File: config.mk
export PLATFORM = sky130hd
export DESIGN_NAME = ema_cb_ctrl
export DESIGN_NICKNAME = d
export VERILOG_FILES = /design/src/rtl/core/ema_cb_pkg.sv /design/src/rtl/core/ema_cb_ctrl.sv
export SDC_FILE = /design/constraint.sdc
export NUM_CORES = 1
export LEC_CHECK = 0
export BUFFER_PORTS_ARGS = -buffer_cell sky130_fd_sc_hd__buf_4
export CAP_MARGIN = 20
export CORE_AREA = 2 2 39 41
export CTS_CLUSTER_SIZE = 16
export DETAILED_ROUTE_END_ITERATION = 10
export DIE_AREA = 0 0 41 43
export SLEW_MARGIN = 40
export SYNTH_ARGS = -nofsm -noshare
export SYNTH_HDL_FRONTEND = slang
export SYNTH_SLANG_ARGS = --single-unit
export TNS_END_PERCENT = 1
File: constraint.sdc
create_clock -name clk -period 1.6 [get_ports clk]
set_clock_uncertainty 0.05 [all_clocks]
set_input_delay 0.32 -clock clk [delete_from_list [all_inputs] [get_ports clk]]
set_output_delay 0.32 -clock clk [all_outputs]
set_load 0.005 [all_outputs]
File: src/rtl/core/ema_cb_pkg.sv
// ----------------------------------------------------------------------------
// ema_cb_pkg
// Shared types and constants for the EMA error-rate circuit breaker.
// ----------------------------------------------------------------------------
package ema_cb_pkg;

  localparam int LATENCY_MULTIPLE = 2;
  localparam int MIN_ISOLATION_MS = 100;
  localparam int MAX_ISOLATION_MS = 30000;

  localparam int SIZE_W  = 16;
  localparam int PCT_W   = 7;
  localparam int SMTH_W  = 24;
  localparam int MINC_W  = 32;
  localparam int EPS_W   = 16;
  localparam int LAT_W   = 32;
  localparam int TIME_W  = 48;
  localparam int COST_W  = 48;
  localparam int ISO_W   = 15;
  localparam int TALLY_W = 32;
  localparam int CFG_W   = 32;
  localparam int CAP_W   = LAT_W + $clog2(LATENCY_MULTIPLE + 1);

  localparam int PCT_SCALE = 100;

  localparam logic [SIZE_W-1:0] RST_LONG_SIZE   = 16'd3000;
  localparam logic [SIZE_W-1:0] RST_SHORT_SIZE  = 16'd1500;
  localparam logic [PCT_W-1:0]  RST_LONG_PCT    = 7'd5;
  localparam logic [PCT_W-1:0]  RST_SHORT_PCT   = 7'd10;
  localparam logic [SMTH_W-1:0] RST_LONG_SMOOTH = 24'd16755352;
  localparam logic [SMTH_W-1:0] RST_SHORT_SMOOTH = 24'd16733518;
  localparam logic [MINC_W-1:0] RST_MIN_COST    = 32'd500;
  localparam logic [EPS_W-1:0]  RST_EPS         = 16'd1311;

  typedef enum logic [2:0] {
    CFG_LONG_SIZE   = 3'd0,
    CFG_SHORT_SIZE  = 3'd1,
    CFG_LONG_PCT    = 3'd2,
    CFG_SHORT_PCT   = 3'd3,
    CFG_LONG_SMOOTH = 3'd4,
    CFG_SHORT_SMOOTH = 3'd5,
    CFG_MIN_COST    = 3'd6,
    CFG_EPS         = 3'd7
  } cfg_idx_t;

  typedef enum logic [1:0] {
    OUT_SUCCESS = 2'd0,
    OUT_ERROR   = 2'd1,
    OUT_REJECT  = 2'd2,
    OUT_OTHER   = 2'd3
  } outcome_t;

  typedef enum logic [3:0] {
    OP_NONE,
    OP_DECODE,
    OP_RESET,
    OP_AVG_S,
    OP_LAT_S,
    OP_COST_HI,
    OP_COST_LO,
    OP_AVG_SIZE,
    OP_MUL_PCT,
    OP_MUL_EPS,
    OP_SUM,
    OP_SUM_SCALE,
    OP_COMMIT,
    OP_BREAK
  } op_t;

  typedef enum logic [3:0] {
    S_IDLE,
    S_DECODE,
    S_RESET,
    S_AVG_S,
    S_LAT_S,
    S_COST_HI,
    S_COST_LO,
    S_AVG_SIZE,
    S_MUL_PCT,
    S_MUL_EPS,
    S_SUM,
    S_SUM_SCALE,
    S_COMMIT,
    S_BREAK,
    S_OUT
  } state_t;

  typedef struct packed {
    logic load;
    logic out_load;
    logic win;
    op_t  op;
  } cmd_t;

  typedef struct packed {
    logic func;
    logic reject;
    logic broken;
    logic pass;
  } stat_t;

endpackage

File: src/rtl/core/ema_cb_ctrl.sv
// ----------------------------------------------------------------------------
// ema_cb_ctrl
// Sequencer: steps the datapath through decode, reset, both windows, break and output.
// ----------------------------------------------------------------------------
module ema_cb_ctrl (
  input  logic              clk,
  input  logic              rst_n,
  input  logic              in_valid,
  output logic              in_stall,
  output logic              out_valid,
  input  logic              out_stall,
  input  ema_cb_pkg::stat_t stat,
  output ema_cb_pkg::cmd_t  cmd
);
  import ema_cb_pkg::*;

  state_t state_r, state_nxt;
  logic   win_r, win_nxt;
  logic   out_valid_r, out_valid_nxt;
  logic   out_free;

  assign out_free  = !out_valid_r || !out_stall;
  assign out_valid = out_valid_r;

  always_comb begin
    state_nxt = state_r;
    win_nxt   = win_r;
    case (state_r)
      S_IDLE: begin
        if (in_valid) begin
          state_nxt = S_DECODE;
          win_nxt   = 1'b0;
        end
      end
      S_DECODE: begin
        if (stat.func)
          state_nxt = S_RESET;
        else if (stat.reject || stat.broken)
          state_nxt = S_OUT;
        else
          state_nxt = S_AVG_S;
      end
      S_RESET:      state_nxt = S_OUT;
      S_AVG_S:      state_nxt = S_LAT_S;
      S_LAT_S:      state_nxt = S_COST_HI;
      S_COST_HI:    state_nxt = S_COST_LO;
      S_COST_LO:    state_nxt = S_AVG_SIZE;
      S_AVG_SIZE:   state_nxt = S_MUL_PCT;
      S_MUL_PCT:    state_nxt = S_MUL_EPS;
      S_MUL_EPS:    state_nxt = S_SUM;
      S_SUM:        state_nxt = S_SUM_SCALE;
      S_SUM_SCALE:  state_nxt = S_COMMIT;
      S_COMMIT: begin
        if (!stat.pass) begin
          state_nxt = S_BREAK;
        end else if (!win_r) begin
          state_nxt = S_AVG_S;
          win_nxt   = 1'b1;
        end else begin
          state_nxt = S_OUT;
        end
      end
      S_BREAK:      state_nxt = S_OUT;
      S_OUT: begin
        if (out_free)
          state_nxt = S_IDLE;
      end
      default:      state_nxt = S_IDLE;
    endcase
  end

  always_comb begin
    cmd.load     = 1'b0;
    cmd.out_load = 1'b0;
    cmd.win      = win_r;
    cmd.op       = OP_NONE;
    in_stall     = (state_r != S_IDLE);
    case (state_r)
      S_IDLE:      cmd.load = in_valid;
      S_DECODE:    cmd.op = OP_DECODE;
      S_RESET:     cmd.op = OP_RESET;
      S_AVG_S:     cmd.op = OP_AVG_S;
      S_LAT_S:     cmd.op = OP_LAT_S;
      S_COST_HI:   cmd.op = OP_COST_HI;
      S_COST_LO:   cmd.op = OP_COST_LO;
      S_AVG_SIZE:  cmd.op = OP_AVG_SIZE;
      S_MUL_PCT:   cmd.op = OP_MUL_PCT;
      S_MUL_EPS:   cmd.op = OP_MUL_EPS;
      S_SUM:       cmd.op = OP_SUM;
      S_SUM_SCALE: cmd.op = OP_SUM_SCALE;
      S_COMMIT:    cmd.op = OP_COMMIT;
      S_BREAK:     cmd.op = OP_BREAK;
      S_OUT:       cmd.out_load = out_free;
      default:     cmd.op = OP_NONE;
    endcase
  end

  always_comb begin
    out_valid_nxt = out_valid_r && out_stall;
    if (cmd.out_load)
      out_valid_nxt = 1'b1;
  end

  always_ff @(posedge clk) begin
    if (!rst_n) begin
      state_r     <= S_IDLE;
      win_r       <= 1'b0;
      out_valid_r <= 1'b0;
    end else begin
      state_r     <= state_nxt;
      win_r       <= win_nxt;
      out_valid_r <= out_valid_nxt;
    end
  end

  a_accept_decode: assert property (@(posedge clk) disable iff (!rst_n)
    (in_valid && !in_stall) |=> (state_r == S_DECODE))
    else $error("accepted item not decoded");

  a_out_load: assert property (@(posedge clk) disable iff (!rst_n)
    cmd.out_load |=> out_valid_r)
    else $error("result not presented after load");

  a_break_out: assert property (@(posedge clk) disable iff (!rst_n)
    (state_r == S_BREAK) |=> (state_r == S_OUT))
    else $error("break not followed by output");

endmodule

== Word-level counts from Yosys, hierarchy flattened ==
Index checks and enable logic that the tools add are counted.

* Word-level logic and storage cells: 45
* Output and inout port bits: 9
* Input port bits: 8
* Bits in registers: 6

* Multiplexer cells: 14
* Reductions and logical operators: 11
* Equal/unequal tests: 17

{| class="wikitable"
|+ Operator list
! kind !! count
|-
| 4-bit case mux with 14 select lines || 1
|-
| 4-bit case mux with 13 select lines || 1
|-
| 4-bit == test (second input constant) || 7
|-
| 4-bit two-way mux || 6
|-
| 4-bit by 3-bit == test with 1-bit output (second input constant) || 4
|-
| 4-bit by 2-bit == test with 1-bit output (second input constant) || 2
|-
| 2-bit != test (second input constant) || 3
|-
| 1-bit two-way mux || 5
|-
| 4-bit by 1-bit == test with 1-bit output (second input constant) || 1
|-
| 4-bit zero test || 1
|-
| 4-bit nonzero test || 1
|-
| 3-bit AND reduction || 1
|-
| 1-bit zero test || 2
|-
| 1-bit logical OR || 2
|-
| 1-bit case mux with 2 select lines || 1
|-
| 2-bit AND reduction || 1
|-
| 2-bit nonzero test || 1
|-
| 2-bit OR reduction || 1
|-
| 1-bit logical AND || 1
|}

== Longest topological paths before layout ==
Gate-level depths: netlist of run 1.

* Word-level depth: 4
* Gate-level depth with buffers: 5
* Mapped depth without buffers: 4

== Worst setup path after synthesis of run 1 ==
OpenSTA, ideal clock, no wires.

* Path kind: register to register
* From: register state_r[3]
* To: register state_r[2]
* Required time: 1,436 ps
* Period minus slack after synthesis: 1,413 ps
* Path buffers: 0
* Path slack: 187 ps
* Arrival: 1,249 ps
* Setup time: 114 ps
* Stages on the path, launching flop included: 5
* Path through: dfxtp_1 or4_4 o221ai_2 a31oi_1 a21o_1

* Cells in the longest elaborated chain, start to end: 3
* Elaborated cells between the ends (all ways): 20
* Those cells by class: 16 x eq/ne; 1 x mux; 3 x reduce/logical

{| class="wikitable"
|+ Ends and longest elaborated chain
! item !! RTL line !! RTL
|-
| from (decl) || ema_cb_ctrl.sv:17 || <nowiki>state_t state_r, state_nxt;</nowiki>
|-
| from (signal assigned) || ema_cb_ctrl.sv:110 || <nowiki>state_r <= state_nxt;</nowiki>
|-
| 4-bit == test, or another cell as far along || ema_cb_ctrl.sv:28 || <nowiki>case (state_r)</nowiki>
|-
| 2-bit OR reduction (no line) / 2-bit != test (equally long branches) || -- ||
|-
| 4-bit case mux with 14 select lines / 2-bit AND reduction (equally long branches) || -- ||
|}

Parallel ways exist; a longest one is shown, timed or not.
A chain may end at the register's enable or synchronous reset.

==> summary.md, run 1 <==
| Metric | Value |
|---|---|
| Status | finished, violations left |
| Failing checks | setup timing |
| Yosys warns | 0 |
| Wirelength, routed | 1.19 mm |
| Final WS setup | -0.0997 ns |
| FF+latch count, synth | 6 |
| Worst Tran Pin Value | 0.361 ns |
| P_leak | 0.278 nW |
| Critical R2R Launch | state_r[3] |
| # IOs | 17 |
| Critical Path Sink Type | output port |
| Iter 0 DRT Violations | 12 |
| Post-synth EDFFs | 0 |
| Max incr delay on CP | about 0.56 ns |
| Filler Cell Count | ~130 |
| Most common cell after layout, fill and taps aside | buf_4 |
| Sequential power share | 0.234 |
| Comb pwr share | 0.621 |
| First-pass GRT wire length | 1.77 mm |
| Syn nets | 64 |
| Setup_tns | -0.202 ns |
| Port bufs | 16 |
| Asr flop ratio synth | 0 |
| Area of the die | 1760 um2 |
| WS Path Type | flop to output port |
| R2R depth | 5 |
| Power, Total | around 0.96 mW |
| Syn Std Cell Area | between 400 and 500 um2 |
| Max VDD drop | 621 uV |
| ANT nets after route | 0 |
| Vias after detailed routing | 509 |
| Arrival time worst endpoint | between 1 and 1.5 ns |
| Die W | roughly 41 um |
| Primary FF master, synth | dfxtp_1 |
| Sink Count | 6 |
| Highest net fanout along the worst path | 3 |
| H-tree levels | 1 |
| Area Overhead vs Synth | 54.9% |
| Max-slew violations | 0 |
| Count of different cell masters after synthesis | 24 |
| Initial DRT Pass Iterations | 4 |
| Global placer's final weighted congestion | 0.791 |
| Clk slew on worst S/H paths | roughly 0.04 ns |
| HPWL reported at the end of detailed placement | 823 um |
| FMAX | 0.588 GHz |
| Seq/Total Area, Yosys | 0.293 |
| Cells after synthesis | 56 |
| Hold path start | rst_n |
| Max_slew headroom | 0.757 |
| Avg Cell Area, Syn | between 7 and 8 um2 |
| Reg area | 123 um2 |
| CTS tree | built |
| Cell family with most CP delay | simple AND/OR/NAND/NOR gates |
| Core region area | 1380 um2 |
| Root Buffer Master | clkbuf_4 |
| Hold depth | 2 |
| Clock buffer count from CTS | 3 |
| Largest net degree at the start of global routing | 13 |
| Clk buf depth | 2 |
| Minimum clock period | 1.70 ns |
| Final worst-path cycle share | 1.06 |
| HP Class | input port to flop |
| NumNets Final | 86 |
| Starting density of the core | 0.297 |
| Most frequent cells in the layout | 20 x buf_4, 6 x a21oi_1 |
| Max cap viols | 0 |
| Internal | 0.581 mW |
| Vias per cell | roughly 5.5 |
| Share of layout cells above drive strength 1 | 0.447 |
| CP Buf/Inv Count | 1 |
| Gr ovfl total | 0 |
| CP required | between 1 and 1.5 ns |
| Clock share of power | 0.146 |
| Crit-path cells | or4_4 -> nor2_4 -> buf_6 |
| Row cnt | 14 |
| Unrepaired setup endpoints after global routing | yes |
| Finish-stage setup viols | 4 |
| Initial antenna violation count | 0 |
| Die H | 43 um |
| Net Switching | 0.376 mW |
| Worst-skew pair later-pin latency | 0.24 ns |
| Vias in the first global route | 422 |
| Multi-input gate area in the final layout | 283 um2 |
| FF-to-FF setup slack | 0 ns |
| DR DRC count | 0 |
| Antenna cells | 0 |
| Place WS | 0.0942 ns |
| CP Launch Type | flop |
| R2R Path End | state_r[2] |
| Hold Fails Final Rpt | 0 |
| Total GRT Usage | 0.142 |
| Min-Delay Endpoint | state_r[3] |
| Wirelength per Cell | 13.0 um |
| Pwr per Cell Area | between 1500 and 2000 nW/um2 |
| CP max-delay cell | or4_4 |
| Sw Ratio | 0.393 |
-- per-stage QoR --
stage	util	instances	hold WS (ns)	area [um2]
floorplan	-	56	0.380	410
global placement	0.406	88	0.454	562
detailed placement	0.406	88	0.459	562
CTS	0.439	92	0.283	608
global route	0.459	92	0.304	636
finish	0.459	92	0.303	636
-- Yosys cell counts (2+ instances only) --
cell / instances / area, um2
inv_1: 4 / 15.0
o21ai_0: 4 / 20.0
buf_2: 3 / 15.0
nor2_1: 4 / 15.0
a21oi_1: 7 / 35.0
nand3_1: 3 / 15.0
a21o_1: 2 / 15.0
dfxtp_1: 6 / 120
a21boi_0: 2 / 15.0
a31oi_1: 3 / 18.8
nand2_1: 5 / 18.8
-- layer usage --
layer,vias up,GRT usage,wire length (um)
met5,-,0,0
met4,0,0.0467,0
met3,0,0.0314,82
met2,22,0.197,576
met1,239,0.210,535
li1,248,-,-
-- area by class of cell --
type / count / share of cell area
Clock buffer: 3 / 0.0354
Sequential cell: 6 / 0.193
Tap cell: 16 / 0.0315
Inverter: 4 / 0.0236
Multi-Input combinational cell: 41 / 0.445
Timing Repair Buffer: 22 / 0.272
-- power by group through the flow --
stage / clock network, mW / registers [mW] / logic [mW]
after detailed placement: 0 / 0.219 / 0.503
final: 0.139 / 0.224 / 0.594
after global routing: 0.153 / 0.227 / 0.649
after global placement: 0 / 0.218 / 0.500
after CTS: 0.145 / 0.221 / 0.557
after floorplan: 0 / 0.210 / 0.297
-- flip-flops by register name (all words and copies together) (netlist names) --
name and cells:
state_r 4, out_valid 1, win_r 1
-- kinds of logic after synthesis --
group,share of synthesized area
AO/OA/AOI/OAI,0.351
AND/OR/NAND/NOR,0.256
buffers and inverters,0.101
flip-flops,0.293
-- repair_timing --
action / 4_1_cts / 5_1_grt
gates resized for setup: 6 / 5
endpoints found under the setup margin: 3 / 5
pin swaps: 1 / 0
hold buffers: 0 / 0
buffers inserted: 1 / 0
hold endpoints to repair: 0 / 0
-- how the worst max path moves through the flow --
stage / from / depth (start not counted) / slack (ns) / to
6_report: state_r[3] / 3 / -0.1 / cmd[6]
5_1_grt: state_r[3] / 3 / -0.15 / cmd[6]
4_1_cts: state_r[3] / 3 / -0.1 / cmd[6]
3_5_place_dp: state_r[1] / 3 / 0.09 / cmd[6]
3_3_place_gp: state_r[3] / 6 / 0.07 / cmd[5]
2_1_floorplan: state_r[3] / 4 / 0.19 / state_r[2]
No activity file was read; power rests on OpenSTA's default activity.
==> run 2: changes to the inputs <==
- ABC_AREA: not set -> 1
==> run 2 against run 1 <==
Compared with the run above:
- the run now ends clean
- hold slack lost 0.047 ns
- clock-buffer cell count is the same
- via count grew 4.1%
- synthesized cell count grew 48%
- non-clock buffer count shrank 5
- sequential cell count is the same
- design area grew 1.2%
- routed wire length shrank 5.3%
- first-iteration DRC count shrank 17%
- sequential power grew 29%
- register-to-register slack gained 0.38 ns
- highest routed layer unchanged
==> summary.md, run 2 <==
| Metric | Value |
|---|---|
| Status | finished clean (was finished, violations left) |
| Crit-path cells | nor2_1 -> nand2_1 -> nor2_1 -> buf_4 (was or4_4 -> nor2_4 -> buf_6) |
| Filler Cell Count | 161 (was 134) |
| Sink Count | 6 (unchanged) |
| Final worst-path cycle share | 0.975 (was 1.06) |
| # IOs | 17 (unchanged) |
| DR DRC count | 0 (unchanged) |
| Hold Fails Final Rpt | 0 (unchanged) |
| Largest net degree at the start of global routing | 9 (was 13) |
| Max cap viols | 0 (unchanged) |
| Yosys warns | 0 (unchanged) |
| Largest reg by FF count | state_r (unchanged) |
| Synth top cells by count | 20 x nand2_1, 15 x nor2_1, 11 x inv_1 (was 7 x a21oi_1, 6 x dfxtp_1, 5 x nand2_1) |
| CP Buf/Inv Count | 1 (unchanged) |
| Global placer's final weighted congestion | 0.800 (was 0.791) |
| Arrival time worst endpoint | 1.19 ns (was 1.33 ns) |
| Avg Cell Area, Syn | 5.80 um2 (was 7.33 um2) |
| Pwr per Cell Area | 1580 nW/um2 (was 1500 nW/um2) |
| CP Launch Type | flop (unchanged) |
| CTS tree | built (unchanged) |
| Cell mode on critical path | nor2_1 |
| Setup_tns | 0 ns (was -0.202 ns) |
| Syn Std Cell Area | 482 um2 (was 410 um2) |
| HPWL reported at the end of detailed placement | 920 um (was 823 um) |
| Minimum clock period | 1.56 ns (was 1.70 ns) |
| Asr flop ratio synth | 0 (unchanged) |
| Antenna cells | 0 (unchanged) |
| P_leak | 0.350 nW (was 0.278 nW) |
| Seq/Total Area, Yosys | 0.249 (was 0.293) |
| Worst Tran Pin Value | 0.259 ns (was 0.361 ns) |
| Initial antenna violation count | 0 (unchanged) |
| Post-synth EDFFs | 0 (unchanged) |
| Row cnt | 14 (unchanged) |
| Total GRT Usage | 0.143 (was 0.142) |
| Root Buffer Master | clkbuf_4 (unchanged) |
| Die H | 43 um (unchanged) |
| Synth Area in Compound Gates | 0.0987 (was 0.351) |
| Primary FF master, synth | dfxtp_1 (unchanged) |
| Initial DRT Pass Iterations | 4 (unchanged) |
| Clk slew on worst S/H paths | 0.05 ns (was 0.04 ns) |
| Port bufs | 16 (unchanged) |
| Most frequent cells in the layout | 19 x nand2_1, 17 x buf_4, 15 x nor2_1, 11 x inv_1, 7 x nand3_1 (was 20 x buf_4, 6 x a21oi_1) |
| Clk buf depth | 2 (unchanged) |
| Post-Synth Simple-Gate Area | 0.504 (was 0.256) |
| Finish-stage setup viols | 0 (was 4) |
| Max-slew violations | 0 (unchanged) |
| Vias after detailed routing | 530 (was 509) |
| Max incr delay on CP | 0.34 ns (was 0.56 ns) |
| Worst-skew pair later-pin latency | 0.24 ns (about the same) |
| Highest net fanout along the worst path | 5 (was 3) |
| Iter 0 DRT Violations | 10 (was 12) |
| Hold_ws | 0.256 ns (was 0.303 ns) |
| HP Class | input port to flop (unchanged) |
| Share of the synthesized area in the top cell type | 0.249 (was 0.293) |
| NumNets Final | 111 (was 86) |
| WS Path Type | flop to output port (unchanged) |
| Synth Area in Adders | 0 (unchanged) |
| Area Overhead vs Synth | 33.5% (was 54.9%) |
| Synth area leaders | dfxtp_1 25%, nand2_1 16%, nor2_1 12% (was dfxtp_1 29%, a21oi_1 8.5%, o21ai_0 4.9%) |
| Area leader, netlist | dfxtp_1 (unchanged) |
| Die W | 41 um (unchanged) |
| Cell with the most instances after synthesis | nand2_1 (was a21oi_1) |
| Final core occ | 0.465 (was 0.459) |
| Clock buffer count from CTS | 3 (unchanged) |
| Most common cell after layout, fill and taps aside | nand2_1 (was buf_4) |
| CP required | 1.23 ns (about the same) |
| XOR/XNOR Fraction of Synth Area | 0 (unchanged) |
| CP max-delay cell | dfxtp_2 (was or4_4) |
| Share of layout cells above drive strength 1 | 0.376 (was 0.447) |
| Wirelength, routed | 1.13 mm (was 1.19 mm) |
| Vias per cell | 4.53 (was 5.53) |
| Gr ovfl total | 0 (unchanged) |
| First-pass GRT wire length | 1.71 mm (was 1.77 mm) |
| Proportion of synthesized area in mux cells | 0 (unchanged) |
| ANT nets after route | 0 (unchanged) |
| Unrepaired setup endpoints after global routing | yes (unchanged) |
| Max VDD drop | 828 uV (was 621 uV) |
| Cell family with most CP delay | simple AND/OR/NAND/NOR gates (unchanged) |
| Max_slew headroom | 0.827 (was 0.757) |
| Largest register FFs | 4 (unchanged) |
| FMAX | 0.641 GHz (was 0.588 GHz) |
| H-tree levels | 1 (unchanged) |
| Area of the die | 1760 um2 (unchanged) |
| Vias in the first global route | 447 (was 422) |
| Cells after synthesis | 83 (was 56) |
| FF+latch count, synth | 6 (unchanged) |
| Count of different cell masters after synthesis | 16 (was 24) |
| Core region area | 1380 um2 (unchanged) |
| Syn nets | 91 (was 64) |
| Wirelength per Cell | 9.67 um (was 13.0 um) |
| Starting density of the core | 0.348 (was 0.297) |
| Critical Path Sink Type | output port (unchanged) |
| Main combinational cell family by area after synthesis | simple AND/OR/NAND/NOR gates (was compound AO/OA/AOI/OAI gates) |
run 2: worst paths after layout:
path | start | slack (ns) | cells after the start | end
setup reg to reg | state_r[0] | 0.38 | 9 | state_r[3]
hold / removal | rst_n | 0.26 | 3 | state_r[1]
setup / recovery | state_r[3] | 0.04 | 4 | cmd[6]
hold reg to reg | out_valid | 0.45 | 2 | out_valid
run 2: cell families (layout without fill, tap and decap cells):
kind of cell    count (synthesis)  count (layout)
simple gates                   52              52
compound gates                  9               9
buf+inv                        16              34
flops                           6               6
run 2: through the flow:
| step | total power [mW] | instance area, um2 | instances | setup WS [ns] |
|---|---|---|---|---|
| after floorplan | 0.645 | 482 | 83 | 0.413 |
| after global placement | 0.848 | 603 | 113 | 0.177 |
| after detailed placement | 0.844 | 603 | 113 | 0.180 |
| after CTS | 0.989 | 627 | 116 | 0.00324 |
| after global routing | 1.12 | 643 | 117 | -0.0216 |
| final | 1.01 | 643 | 117 | 0.0402 |
run 2: cell type report:
type / instances / area [um2] / share of cell area
inverter: 14 / 52.6 / 0.0817
clock buffer: 3 / 22.5 / 0.0350
timing repair buffer: 17 / 128 / 0.198
tap: 16 / 20.0 / 0.0311
sequential: 6 / 128 / 0.198
multi-input combinational: 61 / 293 / 0.455
run 2: what timing repair did:
item,4_1_cts,5_1_grt
gates resized for setup,1,5
endpoints found under the hold margin,0,0
pin swaps,0,1
cloned,0,0
hold buffers,0,0
setup endpoints to repair,2,3
buffers inserted,0,1
run 2: where the power goes:
group / switching [mW] / internal, mW / leakage, nW
combinational: 0.314 / 0.270 / 0.285
sequential: 0.0820 / 0.207 / 0.0508
clock: 0.0552 / 0.0849 / 0.0138
run 2: per-layer routing:
layer / share of wire / GRT usage / vias up
met3: 0.050 / 0.0471 / 0
li1: - / - / 289
met5: 0 / 0 / -
met4: 0 / 0.0600 / 0
met2: 0.47 / 0.184 / 11
met1: 0.48 / 0.210 / 230
run 2: worst min-delay path: stages:
cell and delay (ns):
buf_4 0.11, nand2_1 0.05, inv_1 0.04
